## src/sv/iols_pkg.sv

```systemverilog
// Shared types and codes for the indexed ordered list store.
// Used by iols_cell and indexed_ordered_list_store; no dependencies.
`default_nettype none

package iols_pkg;

  localparam int unsigned CAPACITY_DEF    = 16;
  localparam int unsigned VALUE_WIDTH_DEF = 32;
  localparam int unsigned FIELD_WIDTH     = 32;

  typedef enum logic [2:0] {
    FUNC_PUSH_FRONT = 3'd0,
    FUNC_PUSH_BACK  = 3'd1,
    FUNC_POP_FRONT  = 3'd2,
    FUNC_POP_BACK   = 3'd3,
    FUNC_INSERT     = 3'd4,
    FUNC_ERASE      = 3'd5,
    FUNC_CLEAR      = 3'd6
  } func_e;

  typedef enum logic [1:0] {
    STATUS_OK   = 2'd0,
    STATUS_ERR  = 2'd1,
    STATUS_FULL = 2'd2
  } status_e;

  // Per-cell move selection for a row update.
  typedef enum logic [1:0] {
    CELL_HOLD       = 2'd0,
    CELL_FROM_LOWER = 2'd1,
    CELL_FROM_UPPER = 2'd2,
    CELL_LOAD       = 2'd3
  } cell_op_e;

endpackage

`default_nettype wire

```

## src/sv/iols_cell.sv

```systemverilog
// One storage cell of the list row: holds a value, or takes it from a
// neighbor or from the new item. Depends on iols_pkg.
`default_nettype none

module iols_cell import iols_pkg::*; #(
  parameter int unsigned VALUE_WIDTH = VALUE_WIDTH_DEF
) (
  input  wire logic                   clk_i,
  input  wire cell_op_e               op_i,
  input  wire logic [VALUE_WIDTH-1:0] lower_i,
  input  wire logic [VALUE_WIDTH-1:0] upper_i,
  input  wire logic [VALUE_WIDTH-1:0] load_i,
  output      logic [VALUE_WIDTH-1:0] value_o
);

  logic [VALUE_WIDTH-1:0] value_q, value_d;

  always_comb begin
    unique case (op_i)
      CELL_HOLD:       value_d = value_q;
      CELL_FROM_LOWER: value_d = lower_i;
      CELL_FROM_UPPER: value_d = upper_i;
      CELL_LOAD:       value_d = load_i;
      default:         value_d = value_q;
    endcase
  end

  always_ff @(posedge clk_i) begin
    value_q <= value_d;
  end

  assign value_o = value_q;

endmodule

`default_nettype wire

```

## src/sv/indexed_ordered_list_store.sv

```systemverilog
// Top level of the indexed ordered list store: control and a row of iols_cell.
// Depends on iols_pkg and iols_cell.
//
// Usage:
//   Raise start_i with func_i, position_i and value_i; the item is taken at
//   the clock edge where start_i is high and busy_o is low. Cell 0 is the
//   front of the list. Inserts open a gap by moving every cell at or above
//   the position one place up at the accepting edge; pops and erases close the
//   gap by moving cells down the same way.
//   Order: the row and count update at the accepting edge; while busy_o is
//   high, front and back are captured from the updated row, and done_o
//   rises at that same edge, then shows status_o, removed_value_o, count_o,
//   front_value_o and back_value_o. busy_o is high for the one cycle between.
//   Back-to-back: busy_o holds off the next item, since the row update is
//   followed by the read of the back cell through the count-indexed mux.
//   The receiver cannot stall: each result is on the ports for one cycle.
//   Reset empties the list (count zero) and drops any item in flight; cell
//   contents are not cleared and are never read before being written.
`default_nettype none

module indexed_ordered_list_store import iols_pkg::*; #(
  parameter int unsigned CAPACITY    = CAPACITY_DEF,
  parameter int unsigned VALUE_WIDTH = VALUE_WIDTH_DEF,
  localparam int unsigned CNT_W      = $clog2(CAPACITY + 1),
  localparam int unsigned IDX_W      = $clog2(CAPACITY)
) (
  input  wire logic                          clk_i,
  input  wire logic                          rst_ni,
  input  wire logic                          start_i,
  input  wire logic [2:0]                    func_i,
  input  wire logic [CNT_W-1:0]              position_i,
  input  wire logic signed [FIELD_WIDTH-1:0] value_i,
  output      logic                          busy_o,
  output      logic                          done_o,
  output      logic [1:0]                    status_o,
  output      logic signed [FIELD_WIDTH-1:0] removed_value_o,
  output      logic [CNT_W-1:0]              count_o,
  output      logic signed [FIELD_WIDTH-1:0] front_value_o,
  output      logic signed [FIELD_WIDTH-1:0] back_value_o
);

  localparam logic [CNT_W-1:0] CAP_C = CNT_W'(CAPACITY);

  function automatic logic [VALUE_WIDTH-1:0] to_cell(logic signed [FIELD_WIDTH-1:0] v);
    logic signed [63:0] w;
    w = 64'(v);
    return w[VALUE_WIDTH-1:0];
  endfunction

  function automatic logic [FIELD_WIDTH-1:0] to_field(logic [VALUE_WIDTH-1:0] v);
    logic [63:0] w;
    w = 64'(v);
    return w[FIELD_WIDTH-1:0];
  endfunction

  logic                   accept;
  logic                   pend_q;
  logic                   done_q;
  logic [CNT_W-1:0]       count_q, count_d;
  status_e                status_q, status_d;
  logic [FIELD_WIDTH-1:0] removed_q, removed_d;
  logic [FIELD_WIDTH-1:0] front_q, back_q;

  logic [VALUE_WIDTH-1:0] cell_val [CAPACITY];
  cell_op_e               cell_op  [CAPACITY];
  logic [VALUE_WIDTH-1:0] load_val;
  logic [VALUE_WIDTH-1:0] back_rd;
  logic [CNT_W-1:0]       last;

  logic                   full;
  logic                   empty;
  logic                   do_ins, do_del;
  logic [CNT_W-1:0]       at;

  assign accept   = start_i && !pend_q;
  assign full     = (count_q == CAP_C);
  assign empty    = (count_q == '0);
  assign last     = count_q - CNT_W'(1);
  assign back_rd  = cell_val[last[IDX_W-1:0]];
  assign load_val = to_cell(value_i);

  // Decode the request against the current count.
  always_comb begin
    do_ins    = 1'b0;
    do_del    = 1'b0;
    at        = '0;
    status_d  = STATUS_OK;
    removed_d = '0;
    count_d   = count_q;
    unique case (func_e'(func_i))
      FUNC_PUSH_FRONT: begin
        if (full) status_d = STATUS_FULL;
        else do_ins = 1'b1;
      end
      FUNC_PUSH_BACK: begin
        if (full) status_d = STATUS_FULL;
        else begin
          do_ins = 1'b1;
          at     = count_q;
        end
      end
      FUNC_POP_FRONT: begin
        if (empty) status_d = STATUS_ERR;
        else begin
          do_del    = 1'b1;
          removed_d = to_field(cell_val[0]);
        end
      end
      FUNC_POP_BACK: begin
        if (empty) status_d = STATUS_ERR;
        else begin
          do_del    = 1'b1;
          at        = last;
          removed_d = to_field(back_rd);
        end
      end
      FUNC_INSERT: begin
        if (full) status_d = STATUS_FULL;
        else begin
          do_ins = 1'b1;
          at     = (position_i < count_q) ? position_i : count_q;
        end
      end
      FUNC_ERASE: begin
        if (position_i >= count_q) status_d = STATUS_ERR;
        else begin
          do_del = 1'b1;
          at     = position_i;
        end
      end
      FUNC_CLEAR: count_d = '0;
      default:    status_d = STATUS_ERR;
    endcase
    if (do_ins) count_d = count_q + CNT_W'(1);
    if (do_del) count_d = last;
  end

  for (genvar i = 0; i < CAPACITY; i++) begin : g_cell
    logic [VALUE_WIDTH-1:0] lower, upper;

    if (i == 0) begin : g_first
      assign lower = '0;
    end else begin : g_lower
      assign lower = cell_val[i-1];
    end
    if (i == CAPACITY - 1) begin : g_last
      assign upper = '0;
    end else begin : g_upper
      assign upper = cell_val[i+1];
    end

    // Open the gap above the insert point, or close it above the erase point.
    always_comb begin
      cell_op[i] = CELL_HOLD;
      if (accept && do_ins) begin
        if (CNT_W'(i) == at) cell_op[i] = CELL_LOAD;
        else if (CNT_W'(i) > at && CNT_W'(i) <= count_q) cell_op[i] = CELL_FROM_LOWER;
      end else if (accept && do_del) begin
        if (CNT_W'(i) >= at && CNT_W'(i + 1) < count_q) cell_op[i] = CELL_FROM_UPPER;
      end
    end

    iols_cell #(
      .VALUE_WIDTH(VALUE_WIDTH)
    ) u_cell (
      .clk_i  (clk_i),
      .op_i   (cell_op[i]),
      .lower_i(lower),
      .upper_i(upper),
      .load_i (load_val),
      .value_o(cell_val[i])
    );
  end

  always_ff @(posedge clk_i or negedge rst_ni) begin
    if (!rst_ni) begin
      pend_q  <= 1'b0;
      done_q  <= 1'b0;
      count_q <= '0;
    end else begin
      done_q <= pend_q;
      if (accept) begin
        pend_q  <= 1'b1;
        count_q <= count_d;
      end else begin
        pend_q <= 1'b0;
      end
    end
  end

  always_ff @(posedge clk_i) begin
    if (accept) begin
      status_q  <= status_d;
      removed_q <= removed_d;
    end
    // Capture ends from the updated row.
    if (pend_q) begin
      front_q <= empty ? '0 : to_field(cell_val[0]);
      back_q  <= empty ? '0 : to_field(back_rd);
    end
  end

  assign busy_o          = pend_q;
  assign done_o          = done_q;
  assign status_o        = status_q;
  assign removed_value_o = removed_q;
  assign count_o         = count_q;
  assign front_value_o   = front_q;
  assign back_value_o    = back_q;

  a_done_follows_pend: assert property (@(posedge clk_i) disable iff (!rst_ni)
    done_q |-> $past(pend_q))
    else $error("result strobe without an item in flight");

  a_busy_after_accept: assert property (@(posedge clk_i) disable iff (!rst_ni)
    (start_i && !busy_o) |=> (busy_o && !done_o))
    else $error("busy not raised after accepting an item");

  a_count_bound: assert property (@(posedge clk_i) disable iff (!rst_ni)
    count_q <= CAP_C)
    else $error("count exceeds capacity");

  a_full_status: assert property (@(posedge clk_i) disable iff (!rst_ni)
    (done_q && status_q == STATUS_FULL) |-> (count_q == CAP_C))
    else $error("full status reported below capacity");

  a_pop_count: assert property (@(posedge clk_i) disable iff (!rst_ni)
    (accept && (func_i == FUNC_POP_FRONT || func_i == FUNC_POP_BACK) && !empty)
      |=> (count_q == $past(count_q) - CNT_W'(1)))
    else $error("pop did not decrement count");

endmodule

`default_nettype wire
```

## config.mk

```make
export PLATFORM = sky130hd
export DESIGN_NAME = indexed_ordered_list_store
export DESIGN_NICKNAME = d
export VERILOG_FILES = /design/src/sv/iols_pkg.sv /design/src/sv/iols_cell.sv /design/src/sv/indexed_ordered_list_store.sv
export SDC_FILE = /design/constraint.sdc
export NUM_CORES = 1
export LEC_CHECK = 0
export BUFFER_PORTS_ARGS = -buffer_cell sky130_fd_sc_hd__buf_2
export CORE_MARGIN = 5
export CORE_UTILIZATION = 45
export DETAILED_ROUTE_END_ITERATION = 16
export HOLD_SLACK_MARGIN = 0.12
export SYNTH_ARGS = -nofsm -noshare
export SYNTH_HDL_FRONTEND = slang
export SYNTH_SLANG_ARGS = --single-unit
```

## constraint.sdc

```tcl
create_clock -name clk_i -period 6.3 [get_ports clk_i]
set_input_delay 0.63 -clock clk_i [delete_from_list [all_inputs] [get_ports clk_i]]
set_output_delay 0.63 -clock clk_i [all_outputs]
set_load 0.02 [all_outputs]
```

==> impl_metrics.json <==
{
  "critPathRequiredTime_ps": 6660,
  "final_common_cell": "edfxtp_1",
  "wirelength_um": 126000,
  "end_kind": "register",
  "crit_family": "simple AND/OR/NAND/NOR gates",
  "numCtsBuffers": 70,
  "yosysWarningCount": 0,
  "crit_path_top_delay_cell": "or4_2",
  "fin_crit_ps": 5630,
  "setup_viol": 0,
  "crit_buf_inv": 3,
  "place_inst": 3662,
  "p_total_mw": 16.4,
  "antenna_found_initial": 9,
  "cts.sinks": 617,
  "area.growth.synth_to_final_pct": 12.1,
  "antenna_left": 0,
  "avgSynthCellArea_um2": 12.9,
  "clkSlewWorstSetupHoldPaths_ps": 60,
  "maxCapViolations": 0,
  "num_rows": 101,
  "crit_top_cell": "buf_4",
  "insertion_delay_ps": 610,
  "yosysSeqAreaShare": 0.536,
  "clock_skew_ps": 24.9,
  "cts_resized": 0,
  "die_x_um": 287,
  "drive_above_1_share": 0.214,
  "async_flop_share": 0.0113,
  "synth_edf_count": 610,
  "clockRootBuffer": "clkbuf_16",
  "place_congestion": 0.927,
  "start_util": 0.454,
  "num_vias": 26600,
  "htreeDepth": 3,
  "ys_ff_latch": 617,
  "grt_usage": 0.296,
  "die_y_um": 287,
  "worstSetupPathType": "register to register",
  "syn_area_um2": 34500,
  "worst_slew_pin_slew_ps": 1310,
  "place_area_um2": 36600,
  "synth_flop_cell": "edfxtp_1",
  "max_freq_mhz": 178,
  "dp_hpwl_um": 85300,
  "first_iter_violations": 4063,
  "grt_first_pass_wirelength_um": 182000,
  "ios": 148,
  "relSlewSlack": 0.120,
  "layout_common_cells": "610 x edfxtp_1, 254 x nand2_1, 163 x a22o_1",
  "crit_chain": "inv_1 > ha_4 > and4bb_2 > nor2_1 > nand2_2 > a311oi_2 > nand2_1 > or4_2 > buf_4 > a21oi_4 > buf_4 > mux2_2",
  "clk_path_buf_depth": 3,
  "overflow": 0,
  "cts_tree": "built",
  "cpPeakStageDelay_ps": 700,
  "final-max-slew-violation-count": 0,
  "cp_max_fo": 33,
  "synth_cells": 2678,
  "crit_path_start_kind": "register",
  "cp.arrival_ps": 5990,
  "utilization": 0.510,
  "ir_drop_mv": 0.283,
  "fillers": 6477,
  "worst_slack_ps": 673,
  "drt_pass1_iterations": 6,
  "port_buffers": 147,
  "synth_area_leaders": "edfxtp_1 53%, mux4_2 8.4%, mux2i_1 4.6%",
  "nets": 2758,
  "outcome": "complete, no violations",
  "p_per_area_nw_per_um2": 423,
  "die_area_um2": 82300,
  "drc": 0,
  "place_ws_ps": 812,
  "whs_ps": 444,
  "yosysTopAreaCell": "edfxtp_1",
  "final_area_um2": 38700,
  "synth_nets": 2731,
  "wire_per_inst_um": 33.1,
  "fp.coreArea_um2": 75900,
  "vias_per_cell": 7.01,
  "hold_viol": 0,
  "hp-class": "input port to asynchronous set/reset pin",
  "tns_ps": 0,
  "yosysTopAreaCellShare": 0.531,
  "synth_cell_types": 73,
  "total_leakage_power_nw": 14.4,
  "grt_max_degree": 84,
  "grt_pass1_vias": 25500,
  "rsz0062_at_grt": "false",
  "min_period_over_period": 0.893,
  "fin_cells": 3796
}
-- layer usage --
| layer | global-route usage | vias to the layer above | part of all wire |
|---|---|---|---|
| met4 | 0.0826 | 0 | 0.030 |
| met3 | 0.0925 | 258 | 0.14 |
| met2 | 0.414 | 1904 | 0.41 |
| met1 | 0.446 | 13600 | 0.42 |
| met5 | 0 | - | 0 |
| li1 | - | 10900 | - |
-- sequential cells by signal, indices dropped and copies added, names as in the netlist --
signal and cells:
g_cell.u_cell.value_o 512, back_value_o 32, front_value_o 32, removed_value_o 32, count_o 5, status_o 2
busy_o 1, done_o 1
-- layout make-up --
cell class                 count  area, um^2  share of cell area
clock inverter                40         259             0.00669
sequential                   617       18500               0.478
inverter                      44         165             0.00427
timing repair buffer         229        1380              0.0356
tap                         1030        1290              0.0333
antenna                        8        20.0            0.000517
multi-input combinational   1743       15200               0.394
clock buffer                  85        1860              0.0481
-- worst paths after layout --
kind / start / endpoint / slack, ps / cells past startpoint
setup / recovery: count_o[1] / g_cell[10].u_cell.value_o[26] / 670 / 12
hold / removal: rst_ni / done_o / 440 / 2
setup reg to reg: count_o[1] / g_cell[10].u_cell.value_o[26] / 670 / 12
hold reg to reg: g_cell[15].u_cell.value_o[29] / g_cell[14].u_cell.value_o[29] / 560 / 1
max in group asynchronous: rst_ni / count_o[0] / 5610 / 2
min in group clk_i: func_i[0] / status_o[0] / 480 / 3
-- cells in the mapped netlist (24+ instances only) --
master    number
a22o_1       163
a221o_1      130
buf_2         24
mux2_2        61
inv_1         42
mux2i_1      159
o211a_1       32
a21oi_1       56
a211oi_1      65
a22oi_1       96
nand2_1      256
nor3_1        80
edfxtp_1     610
o21ai_0       80
nor2b_1       33
a21o_1       100
mux2_1        35
mux4_2       129
clkbuf_1     221
and2_1        33
nor2_1        64
a32o_1        33
and3_1        31
-- what timing repair did --
action,in CTS,in global routing
setup buffers,0,0
endpoints found under the hold margin,7,0
hold buffers,1,0
-- cells by family after synthesis --
kind of cell | synth area share
compound gates | 0.188
flops | 0.536
simple gates | 0.0736
mux | 0.162
buf+inv | 0.0369
fa+ha+maj | 0.00362
xor+xnor | 0.000761
-- power by group --
part / internal (mW) / total (mW) / switching (mW) / leakage, nW
sequential: 5.38 / 5.78 / 0.403 / 5.68
combinational: 2.43 / 6.70 / 4.27 / 7.69
clock: 2.19 / 3.90 / 1.71 / 1.05
total: 10.0 / 16.4 / 6.38 / 14.4
No activity file was read; power rests on OpenSTA's default activity.
